===== config.mk =====
export PLATFORM = sky130hd
export DESIGN_NAME = panel_link_frame_parser_core
export DESIGN_NICKNAME = d
export VERILOG_FILES = /design/src/hw/rtl/plfp_pkg.sv /design/src/hw/rtl/plfp_parser.sv /design/src/hw/rtl/plfp_out_buf.sv /design/src/hw/rtl/panel_link_frame_parser_core.sv
export SDC_FILE = /design/constraint.sdc
export NUM_CORES = 1
export LEC_CHECK = 0
export BUFFER_PORTS_ARGS = -buffer_cell sky130_fd_sc_hd__buf_2
export CORE_ASPECT_RATIO = 1.4
export CORE_MARGIN = 5
export CORE_UTILIZATION = 53
export DETAILED_ROUTE_END_ITERATION = 8
export GPL_TIMING_DRIVEN = 0
export HOLD_SLACK_MARGIN = 0.08
export PLACE_DENSITY = 0.76
export SYNTH_ARGS = -nofsm -noshare
export SYNTH_HDL_FRONTEND = slang
export SYNTH_SLANG_ARGS = --single-unit

===== constraint.sdc =====
create_clock -name clk -period 3.5 [get_ports clk]
set_input_delay 0.7 -clock clk [delete_from_list [all_inputs] [get_ports clk]]
set_output_delay 0.7 -clock clk [all_outputs]
set_load 0.01 [all_outputs]

===== src/hw/rtl/plfp_pkg.sv =====
// plfp_pkg: shared types and codes for the panel link frame parser.
// No dependencies; used by every module of the block.
package plfp_pkg;

    localparam int BYTE_W  = 8;
    localparam int KIND_W  = 3;
    localparam int THIRD_W = 9;

    // Frame kind codes as reported on frame_kind
    localparam logic [KIND_W-1:0] KIND_SENSOR  = 3'd0;
    localparam logic [KIND_W-1:0] KIND_LINK    = 3'd1;
    localparam logic [KIND_W-1:0] KIND_SETTEMP = 3'd2;
    localparam logic [KIND_W-1:0] KIND_COMMAND = 3'd3;
    localparam logic [KIND_W-1:0] KIND_CLOCK   = 3'd4;
    localparam logic [KIND_W-1:0] KIND_FAN     = 3'd5;

    // Header and type characters
    localparam logic [BYTE_W-1:0] CHR_HDR0    = 8'h4D; // 'M'
    localparam logic [BYTE_W-1:0] CHR_HDR1    = 8'h41; // 'A'
    localparam logic [BYTE_W-1:0] CHR_SENSOR  = 8'h44; // 'D'
    localparam logic [BYTE_W-1:0] CHR_LINK    = 8'h57; // 'W'
    localparam logic [BYTE_W-1:0] CHR_SETTEMP = 8'h50; // 'P'
    localparam logic [BYTE_W-1:0] CHR_COMMAND = 8'h43; // 'C'
    localparam logic [BYTE_W-1:0] CHR_CLOCK   = 8'h42; // 'B'
    localparam logic [BYTE_W-1:0] CHR_FAN     = 8'h53; // 'S'

    localparam logic [BYTE_W-1:0]  LINK_UP_CODE = 8'h01;
    localparam logic [THIRD_W-1:0] SEC_OFFSET   = 9'd2;

    // Decoded frame as it leaves the parser
    typedef struct packed {
        logic [KIND_W-1:0]  kind;
        logic [BYTE_W-1:0]  first;
        logic [BYTE_W-1:0]  second;
        logic [THIRD_W-1:0] third;
        logic               hours;
        logic               minutes;
    } result_t;

endpackage


===== src/hw/rtl/plfp_parser.sv =====
// plfp_parser: frame state machine and payload decode, one byte per cycle while accept is high.
// Depends on plfp_pkg.
module plfp_parser
    import plfp_pkg::*;
(
    input  logic              clk,
    input  logic              rst_n,
    input  logic              accept,
    input  logic [BYTE_W-1:0] rx_byte,
    input  logic              hold_clock,
    output logic              push,
    output result_t           res
);

    typedef enum logic [5:0] {
        PH_HDR0  = 6'b000001,
        PH_HDR1  = 6'b000010,
        PH_TYPE  = 6'b000100,
        PH_PAY1  = 6'b001000,
        PH_PAY2  = 6'b010000,
        PH_PAY3  = 6'b100000
    } phase_t;

    phase_t             phase_reg, phase_next;
    logic [KIND_W-1:0]  kind_reg, kind_next;
    logic [BYTE_W-1:0]  first_reg, first_next;
    logic [BYTE_W-1:0]  second_reg, second_next;
    logic               hours_reg, hours_next;
    logic               minutes_reg, minutes_next;
    logic               take;
    logic               emit;

    assign take = ~hold_clock;

    always_comb
    begin
        phase_next   = phase_reg;
        kind_next    = kind_reg;
        first_next   = first_reg;
        second_next  = second_reg;
        hours_next   = hours_reg;
        minutes_next = minutes_reg;
        emit         = 1'b0;
        res          = '0;
        unique case (phase_reg)
            PH_HDR0:
            begin
                if (rx_byte == CHR_HDR0)
                    phase_next = PH_HDR1;
            end
            PH_HDR1:
            begin
                phase_next = (rx_byte == CHR_HDR1) ? PH_TYPE : PH_HDR0;
            end
            PH_TYPE:
            begin
                phase_next = PH_PAY1;
                priority if (rx_byte == CHR_SENSOR)  kind_next = KIND_SENSOR;
                else if (rx_byte == CHR_LINK)        kind_next = KIND_LINK;
                else if (rx_byte == CHR_SETTEMP)     kind_next = KIND_SETTEMP;
                else if (rx_byte == CHR_COMMAND)     kind_next = KIND_COMMAND;
                else if (rx_byte == CHR_CLOCK)       kind_next = KIND_CLOCK;
                else if (rx_byte == CHR_FAN)         kind_next = KIND_FAN;
                else                                 phase_next = PH_HDR0;
            end
            PH_PAY1:
            begin
                phase_next = PH_HDR0;
                priority if (kind_reg == KIND_SENSOR)
                begin
                    first_next = rx_byte;
                    phase_next = PH_PAY2;
                end
                else if (kind_reg == KIND_CLOCK)
                begin
                    first_next = rx_byte;
                    hours_next = take;
                    phase_next = PH_PAY2;
                end
                else if (kind_reg == KIND_LINK)
                begin
                    emit      = 1'b1;
                    res.kind  = KIND_LINK;
                    res.first = {{(BYTE_W-1){1'b0}}, (rx_byte == LINK_UP_CODE)};
                end
                else if (kind_reg == KIND_SETTEMP || kind_reg == KIND_COMMAND ||
                         kind_reg == KIND_FAN)
                begin
                    emit      = 1'b1;
                    res.kind  = kind_reg;
                    res.first = rx_byte;
                end
            end
            PH_PAY2:
            begin
                phase_next = PH_HDR0;
                priority if (kind_reg == KIND_CLOCK)
                begin
                    second_next  = rx_byte;
                    minutes_next = take;
                    phase_next   = PH_PAY3;
                end
                else if (kind_reg == KIND_SENSOR)
                begin
                    emit       = 1'b1;
                    res.kind   = KIND_SENSOR;
                    res.first  = first_reg;
                    res.second = rx_byte;
                end
            end
            PH_PAY3:
            begin
                phase_next = PH_HDR0;
                if (kind_reg == KIND_CLOCK)
                begin
                    emit        = 1'b1;
                    res.kind    = KIND_CLOCK;
                    res.first   = first_reg;
                    res.second  = second_reg;
                    res.third   = {1'b0, rx_byte} + SEC_OFFSET;
                    res.hours   = hours_reg;
                    res.minutes = minutes_reg;
                end
            end
            default:
            begin
                phase_next = PH_HDR0;
            end
        endcase
    end

    assign push = accept & emit;

    always_ff @(posedge clk or negedge rst_n)
    begin
        if (!rst_n)
        begin
            phase_reg   <= PH_HDR0;
            kind_reg    <= KIND_SENSOR;
            first_reg   <= '0;
            second_reg  <= '0;
            hours_reg   <= 1'b0;
            minutes_reg <= 1'b0;
        end
        else if (accept)
        begin
            phase_reg   <= phase_next;
            kind_reg    <= kind_next;
            first_reg   <= first_next;
            second_reg  <= second_next;
            hours_reg   <= hours_next;
            minutes_reg <= minutes_next;
        end
    end

`ifndef SYNTH
    // a byte beyond the type byte only follows a valid kind
    a_kind_range: assert property (@(posedge clk) disable iff (!rst_n)
        (phase_reg != PH_HDR0 && phase_reg != PH_HDR1 && phase_reg != PH_TYPE)
        |-> (kind_reg <= KIND_FAN))
        else $error("held kind out of range");
    // third payload byte belongs to clock frames only
    a_pay3_clock: assert property (@(posedge clk) disable iff (!rst_n)
        (phase_reg == PH_PAY3) |-> (kind_reg == KIND_CLOCK))
        else $error("third payload outside clock frame");
    // every result closes the frame
    a_emit_idle: assert property (@(posedge clk) disable iff (!rst_n)
        push |=> (phase_reg == PH_HDR0))
        else $error("parser not idle after result");
`endif

endmodule


===== src/hw/rtl/plfp_out_buf.sv =====
// plfp_out_buf: result register with one skid entry behind it.
// Depends on plfp_pkg.
module plfp_out_buf
    import plfp_pkg::*;
(
    input  logic    clk,
    input  logic    rst_n,
    input  logic    push,
    input  result_t push_res,
    output logic    room,
    output logic    out_valid,
    input  logic    out_ready,
    output result_t out_res
);

    logic    out_valid_reg, out_valid_next;
    logic    skid_valid_reg, skid_valid_next;
    result_t out_reg, out_next;
    result_t skid_reg, skid_next;
    logic    pop;

    assign pop  = out_valid_reg & out_ready;
    assign room = ~skid_valid_reg;

    always_comb
    begin
        out_valid_next  = out_valid_reg;
        skid_valid_next = skid_valid_reg;
        out_next        = out_reg;
        skid_next       = skid_reg;
        if (!out_valid_reg || pop)
        begin
            if (skid_valid_reg)
            begin
                out_next        = skid_reg;
                out_valid_next  = 1'b1;
                skid_valid_next = push;
                skid_next       = push_res;
            end
            else
            begin
                out_valid_next = push;
                out_next       = push_res;
            end
        end
        else if (push)
        begin
            skid_valid_next = 1'b1;
            skid_next       = push_res;
        end
    end

    always_ff @(posedge clk or negedge rst_n)
    begin
        if (!rst_n)
        begin
            out_valid_reg  <= 1'b0;
            skid_valid_reg <= 1'b0;
        end
        else
        begin
            out_valid_reg  <= out_valid_next;
            skid_valid_reg <= skid_valid_next;
        end
    end

    always_ff @(posedge clk)
    begin
        out_reg  <= out_next;
        skid_reg <= skid_next;
    end

    assign out_valid = out_valid_reg;
    assign out_res   = out_reg;

`ifndef SYNTH
    a_skid_order: assert property (@(posedge clk) disable iff (!rst_n)
        skid_valid_reg |-> out_valid_reg)
        else $error("skid entry without head entry");
    a_no_overrun: assert property (@(posedge clk) disable iff (!rst_n)
        push |-> !skid_valid_reg)
        else $error("result pushed into full buffer");
    a_third_clock: assert property (@(posedge clk) disable iff (!rst_n)
        (out_valid_reg && out_reg.kind != KIND_CLOCK) |-> (out_reg.third == '0))
        else $error("seconds reported outside clock frame");
`endif

endmodule


===== src/hw/rtl/panel_link_frame_parser_core.sv =====
// panel_link_frame_parser_core: top level of the panel link frame parser.
// Depends on plfp_pkg, plfp_parser and plfp_out_buf.
//
//  channel | handshake            | payload
//  --------+----------------------+--------------------------------------------
//  input   | in_valid / in_ready  | rx_byte, hold_clock
//  output  | out_valid / out_ready| frame_kind, first_value, second_value,
//          |                      | third_value, hours_taken, minutes_taken
//
// One item (a byte) is accepted per cycle while in_ready is high; the parser
// state updates in that same cycle and a finished frame is registered into the
// result or skid register. Reset (rst_n, async, active low) returns the parser
// to header search and empties the result buffer. A stalled output is absorbed
// by one skid entry, so in_ready drops only when both result slots are full.
//
// Frame: 'M' 'A' type payload. Types: 'D' sensor (humidity, temperature),
// 'W' link status, 'P' set temperature, 'C' command, 'S' fan speed,
// 'B' clock (hours, minutes, seconds+2). Hours and minutes are flagged as
// taken only while hold_clock is low on arrival.
module panel_link_frame_parser_core
    import plfp_pkg::*;
(
    input  logic               clk,
    input  logic               rst_n,
    input  logic               in_valid,
    output logic               in_ready,
    input  logic [BYTE_W-1:0]  rx_byte,
    input  logic               hold_clock,
    output logic               out_valid,
    input  logic               out_ready,
    output logic [KIND_W-1:0]  frame_kind,
    output logic [BYTE_W-1:0]  first_value,
    output logic [BYTE_W-1:0]  second_value,
    output logic [THIRD_W-1:0] third_value,
    output logic               hours_taken,
    output logic               minutes_taken
);

    logic    accept;
    logic    push;
    logic    room;
    result_t push_res;
    result_t out_res;

    // bytes flow whenever a result slot is free
    assign in_ready = room;
    assign accept   = in_valid & room;

    plfp_parser u_parser (
        .clk        (clk),
        .rst_n      (rst_n),
        .accept     (accept),
        .rx_byte    (rx_byte),
        .hold_clock (hold_clock),
        .push       (push),
        .res        (push_res)
    );

    plfp_out_buf u_out_buf (
        .clk       (clk),
        .rst_n     (rst_n),
        .push      (push),
        .push_res  (push_res),
        .room      (room),
        .out_valid (out_valid),
        .out_ready (out_ready),
        .out_res   (out_res)
    );

    assign frame_kind    = out_res.kind;
    assign first_value   = out_res.first;
    assign second_value  = out_res.second;
    assign third_value   = out_res.third;
    assign hours_taken   = out_res.hours;
    assign minutes_taken = out_res.minutes;

endmodule


==> flow_summary.toml, run 1 <==
[grt]
grt_pass1_wl_um = 14900
grt_pass1_vias = 2923
grt_max_degree = 35
grt_use_total = 0.195
antenna_found_initial = 0
overflow = 0

[timing]
relSlewSlack = 0.354
finalSetupViolCount = 0
timing.fmax_mhz = 300
period_needed_ps = 3340
tightest_slew_ps = 966
fin_skew_ps = 4.71
fin_hold_ws_ps = 401
final.period_utilization = 0.953
slew_viol_final = 0
tns_ps = 0
hold_viol = 0
rsz0062_at_grt = "false"

[worst_hold_path]
hold_class = "primary input to asynchronous set/reset pin"

[synthesis]
async_flop_share = 0.326
syn_area_sq_um = 4320
yosysUniqueCellTypes = 62
synth_edf_count = 60
ys_seq_area_frac = 0.585
syn_avg_cell_area_sq_um = 12.9
synth.ff_latch_count = 89
syn_nets = 349
ys_warn_count = 0
syn_inst = 335
ys_dominant_reg_cell = "edfxtp_1"

[clocking]
post_cts_buffers = 0
cts.sinks = 89
h-tree-depth = 3
cts_hold_buf = 0
cts_buffers = 9
clockRootBuffer = "clkbuf_16"
post_cts_resized = 0
clock_latency_ps = 330
cts_tree = "done"
clkTransAtPathRegs_ps = 60
clock_path_buffers = 2

[worst_setup_path]
cp_max_fo = 30
crit_slowest_cell = "o21ai_4"
cp.required_ps = 3450
reg2reg_depth = 6
cp_cell_sequence = "clkbuf_1 -> or4_4 -> buf_6 -> a2111oi_4 -> o221ai_2 -> o21ai_4"
reg2reg_from = "u_parser.phase_reg[1]"
critPathKind = "register to register"
cp.arrival_ps = 3290
timing.critical_path.from_type = "register"
r2r_slack_ps = 160
max_stage_delay_ps = 790
cp-end-kind = "register"
r2r_end = "u_out_buf.skid_reg[3]"
crit_buf_inv = 2
crit_family = "compound AO/OA/AOI/OAI gates"

[finish]
final_common_cell = "edfxtp_1"
fillers = 639
n_antenna_cell = 0
syn_to_final_growth_pct = 14.9
layout.nets = 401
drive_gt1_frac = 0.286
final_cell_mix = "edfxtp_1, buf_2, mux2_2, dfrtp_1, nand2_1"

[power]
power.leakage_nw = 2.08
p_per_area_nw_per_um2 = 470
vdd_ir_drop_max_uv = 336

[die]
start_util = 0.536
die_h_um = 117
design.die.area_sq_um = 10100
rows = 39
fp.dieW_um = 86.3
io_pins = 45
design.core.area_sq_um = 8050

[place]
port_buffers = 41
dp_hpwl_um = 6450
gp_congestion = 0.889

[detailed_routing]
first_pass_iters = 4
post_drt_via_cell_ratio = 5.96
post_drt_wl_per_cell_um = 18.6
drc = 0
drtIter0Drc = 141
drtAntennaViolNets = 0
dr_total_vias = 2944
drt-total-wl_um = 9190

[status]
status = "completed"

[flow_run]
drv_cap = 0
## synthesized netlist by cell type (5+ instances only)
cell type	count	area, sq um
mux2_1	7	78.8
o31ai_1	9	67.6
a22o_2	7	70.1
edfxtp_1	60	1800
dfrtp_1	28	701
nand2b_1	6	37.5
xor2_1	6	52.6
mux2_2	28	315
nand3_1	8	40.0
nand2_1	23	86.3
clkbuf_1	20	75.1
o21ai_0	14	70.1
a22o_1	7	61.3
inv_1	12	45.0
nor2_1	16	60.1
nor3_1	5	25.0
## per-layer routing
layer | wire (um) | up-vias | track usage | part of all wire
met5 | 0 | - | 0 | 0
met4 | 174 | 0 | 0.0988 | 0.019
met3 | 482 | 12 | 0.0448 | 0.052
met2 | 4870 | 92 | 0.327 | 0.53
met1 | 3660 | 1453 | 0.237 | 0.40
li1 | - | 1387 | - | -
## cell families after synthesis
logic type / after synthesis / share of synthesized area
buffers and inverters: 39 / 0.0377
AOI/OAI and AO/OA: 69 / 0.134
xor gates and xnor gates: 9 / 0.0183
and+or+nand+nor: 93 / 0.130
adders and majority gates: 1 / 0.00290
DFF: 89 / 0.585
muxes: 35 / 0.0913
## area by class of cell
| type | count | area, sq um | area share |
|---|---|---|---|
| Sequential cell | 89 | 2530 | 0.509 |
| Clock inverter | 4 | 52.6 | 0.0106 |
| Clock buffer | 12 | 246 | 0.0496 |
| Tap cell | 102 | 128 | 0.0257 |
| Buffer | 26 | 114 | 0.0229 |
| Inverter | 13 | 48.8 | 0.00983 |
| Multi-Input combinational cell | 207 | 1640 | 0.331 |
| Timing Repair Buffer | 41 | 205 | 0.0413 |
## power breakdown
part	internal (W)	total (W)	switching, W
clock network	0.000575	0.000955	0.000379
registers	0.00113	0.00114	0.00000948
logic	0.0000883	0.000242	0.000154
total	0.00179	0.00233	0.000542
## worst register-to-register path: stages (launching register included)
cell,delay (ps)
dfrtp_1,360
clkbuf_1,220
or4_4,470
buf_6,160
a2111oi_4,670
o221ai_2,260
o21ai_4,790
## how the worst max path moves through the flow
stage | start | endpoint | depth (start not counted)
CTS | u_parser.phase_reg[1] | u_out_buf.skid_reg[4] | 6
floorplan | u_parser.phase_reg[3] | u_out_buf.skid_reg[0] | 6
global route | u_parser.phase_reg[5] | u_out_buf.skid_reg[5] | 5
finish | u_parser.phase_reg[1] | u_out_buf.skid_reg[3] | 6
global placement | out_ready | u_out_buf.skid_reg[10] | 4
detailed placement | u_parser.phase_reg[1] | u_out_buf.skid_reg[5] | 6
## stage by stage
step                      total power, W  worst slack (ps)  utilization  cells  area [sq um]
after CTS                        0.00234              78.5        0.617    494          4960
after global placement           0.00140              -236        0.578    478          4660
after floorplan                  0.00134               384            -    335          4320
after detailed placement         0.00140               122        0.579    478          4670
after global routing             0.00242              4.63        0.617    494          4960
final                            0.00233               163        0.617    494          4960
Power figures use the tool's default switching activity.
==> run 2: changes to the inputs <==
--- a/config.mk
+++ b/config.mk
@@ -5,14 +5,14 @@
 export SDC_FILE = /design/constraint.sdc
 export NUM_CORES = 1
 export LEC_CHECK = 0
-export BUFFER_PORTS_ARGS = -buffer_cell sky130_fd_sc_hd__buf_2
 export CORE_ASPECT_RATIO = 1.4
 export CORE_MARGIN = 5
-export CORE_UTILIZATION = 53
+export CORE_UTILIZATION = 55
 export DETAILED_ROUTE_END_ITERATION = 8
+export DONT_BUFFER_PORTS = 1
 export GPL_TIMING_DRIVEN = 0
 export HOLD_SLACK_MARGIN = 0.08
-export PLACE_DENSITY = 0.76
+export PLACE_DENSITY = 0.73
 export SYNTH_ARGS = -nofsm -noshare
 export SYNTH_HDL_FRONTEND = slang
 export SYNTH_SLANG_ARGS = --single-unit
==> run 2 against run 1 <==
  * Combinational power is 4% lower
  * Final cell count is 8.3% lower
  * Clock skew is 5.0 ps higher
  * Power is 9.1% lower
  * Clock power is 21% lower
  * Die area is 3.3% lower
  * Non-clock buffer count is 39 lower
  * Sequential cell count stayed put
  * Largest cell class unchanged
  * Largest power group unchanged
  * Highest routed layer unchanged
==> flow_summary.toml, run 2 (synthesis results as in run 1) <==
[worst_setup_path]
cp_max_fo = 20
crit_start = "u_parser.phase_reg[1]"
max_stage_delay_ps = 640
crit_family = "compound AO/OA/AOI/OAI gates"
crit_slowest_cell = "a2111oi_4"
critPathKind = "register to register"
cp.arrival_ps = 3150
cp_cell_sequence = "clkbuf_1 -> or4_4 -> buf_6 -> a2111oi_4 -> o221ai_2 -> o21ai_4 -> buf_16"
cp-end-kind = "register"
crit_buf_inv = 3
cp.required_ps = 3570
reg2reg_from = "u_parser.phase_reg[1]"
timing.critical_path.from_type = "register"

[timing]
finalSetupViolCount = 0
final.period_utilization = 0.880
rsz0062_at_grt = "false"
relSlewSlack = 0.439
fin_skew_ps = 9.69
tightest_slew_ps = 842
timing.fmax_mhz = 325
slew_viol_final = 0
hold_viol = 0
fin_hold_ws_ps = 154
period_needed_ps = 3080

[grt]
grt_use_total = 0.191
grt_pass1_vias = 2717
overflow = 0
grt_max_degree = 35
antenna_found_initial = 0
grt_pass1_wl_um = 14300

[clocking]
post_cts_buffers = 0
h-tree-depth = 3
clock_path_buffers = 2
cts.sinks = 89
cts_tree = "done"
clock_latency_ps = 360
cts_buffers = 9
clkTransAtPathRegs_ps = 90
clockRootBuffer = "clkbuf_8"
post_cts_resized = 0

[worst_hold_path]
hold_class = "primary input to asynchronous set/reset pin"

[power]
p_seq_frac = 0.535
switching_share = 0.238
power.leakage_nw = 1.84
p_int_w = 0.00162
power_frac_comb = 0.109
vdd_ir_drop_max_uv = 239
p_per_area_nw_per_um2 = 450
p_switching_w = 0.000506
p_clk_frac = 0.356

[die]
start_util = 0.561
design.die.area_sq_um = 9750
fp.dieW_um = 84.9
design.core.area_sq_um = 7700
die_h_um = 115
io_pins = 45
rows = 38

[status]
status = "completed"

[place]
port_buffers = 0
gp_congestion = 0.910
place_inst = 436
dp_hpwl_um = 6380

[finish]
n_antenna_cell = 0
utilization = 0.612
layout.nets = 362
multi_input_area_sq_um = 1640
drive_gt1_frac = 0.204
final_common_cell = "edfxtp_1"
fin_cells = 453
final_cell_mix = "edfxtp_1, mux2_2, dfrtp_1"
syn_to_final_growth_pct = 9.21
seq_area_sq_um = 2530
fillers = 615

[detailed_routing]
post_drt_via_cell_ratio = 6.08
first_pass_iters = 4
dr_total_vias = 2752
drtIter0Drc = 185
drt-total-wl_um = 8970
drtAntennaViolNets = 0
post_drt_wl_per_cell_um = 19.8
drc = 0

[flow_run]
drv_cap = 0
==> run 2: through the flow <==
stage                     TNS (ps)  total power, W  setup WS, ps  area, sq um
after floorplan                  0         0.00134           384         4320
after global placement       -6790         0.00138          -228         4450
after detailed placement         0         0.00138           397         4490
after CTS                        0         0.00213           382         4720
after global routing             0         0.00219           245         4720
final                            0         0.00212           419         4720
==> run 2: final cells by class <==
| type | instances | share of cell area |
|---|---|---|
| inverters | 13 | 0.0103 |
| well taps | 100 | 0.0265 |
| flip-flops and latches | 89 | 0.536 |
| clock inverters | 5 | 0.0170 |
| multi-input cells | 207 | 0.348 |
| repair buffers | 2 | 0.0101 |
| clock buffers | 11 | 0.0279 |
| plain buffers | 26 | 0.0241 |
==> run 2: layer usage <==
metal  wire (um)  vias up  track usage
li1            -     1307            -
met1        3720     1348        0.230
met2        4580       72        0.317
met5           0        -            0
met3         363       25       0.0452
met4         317        0        0.106
==> run 2: path summary, 6_finish.rpt <==
kind	end	slack, ps	cells past startpoint
worst min-delay path	u_parser.second_reg[7]	150	1
max in group asynchronous	u_parser.phase_reg[4]	3170	1
worst max register to register	u_out_buf.skid_reg[12]	420	7
worst max-delay path	u_out_buf.skid_reg[12]	420	7
worst min register to register	u_parser.first_reg[1]	490	2
min in group clk	u_parser.minutes_reg	420	1
==> run 2: timing repair <==
action | 4_1_cts | 5_1_grt
hold endpoints to repair | 28 | 0
endpoints found under the setup margin | 0 | 0
hold buffers | 1 | 0
==> run 2: power groups by stage <==
stage	Sequential (W)	Clock, W	Combinational [W]
after floorplan	0.00116	0	0.000182
after global placement	0.00116	0	0.000218
after detailed placement	0.00116	0	0.000221
after CTS	0.00113	0.000766	0.000232
after global routing	0.00114	0.000802	0.000255
final	0.00114	0.000754	0.000232
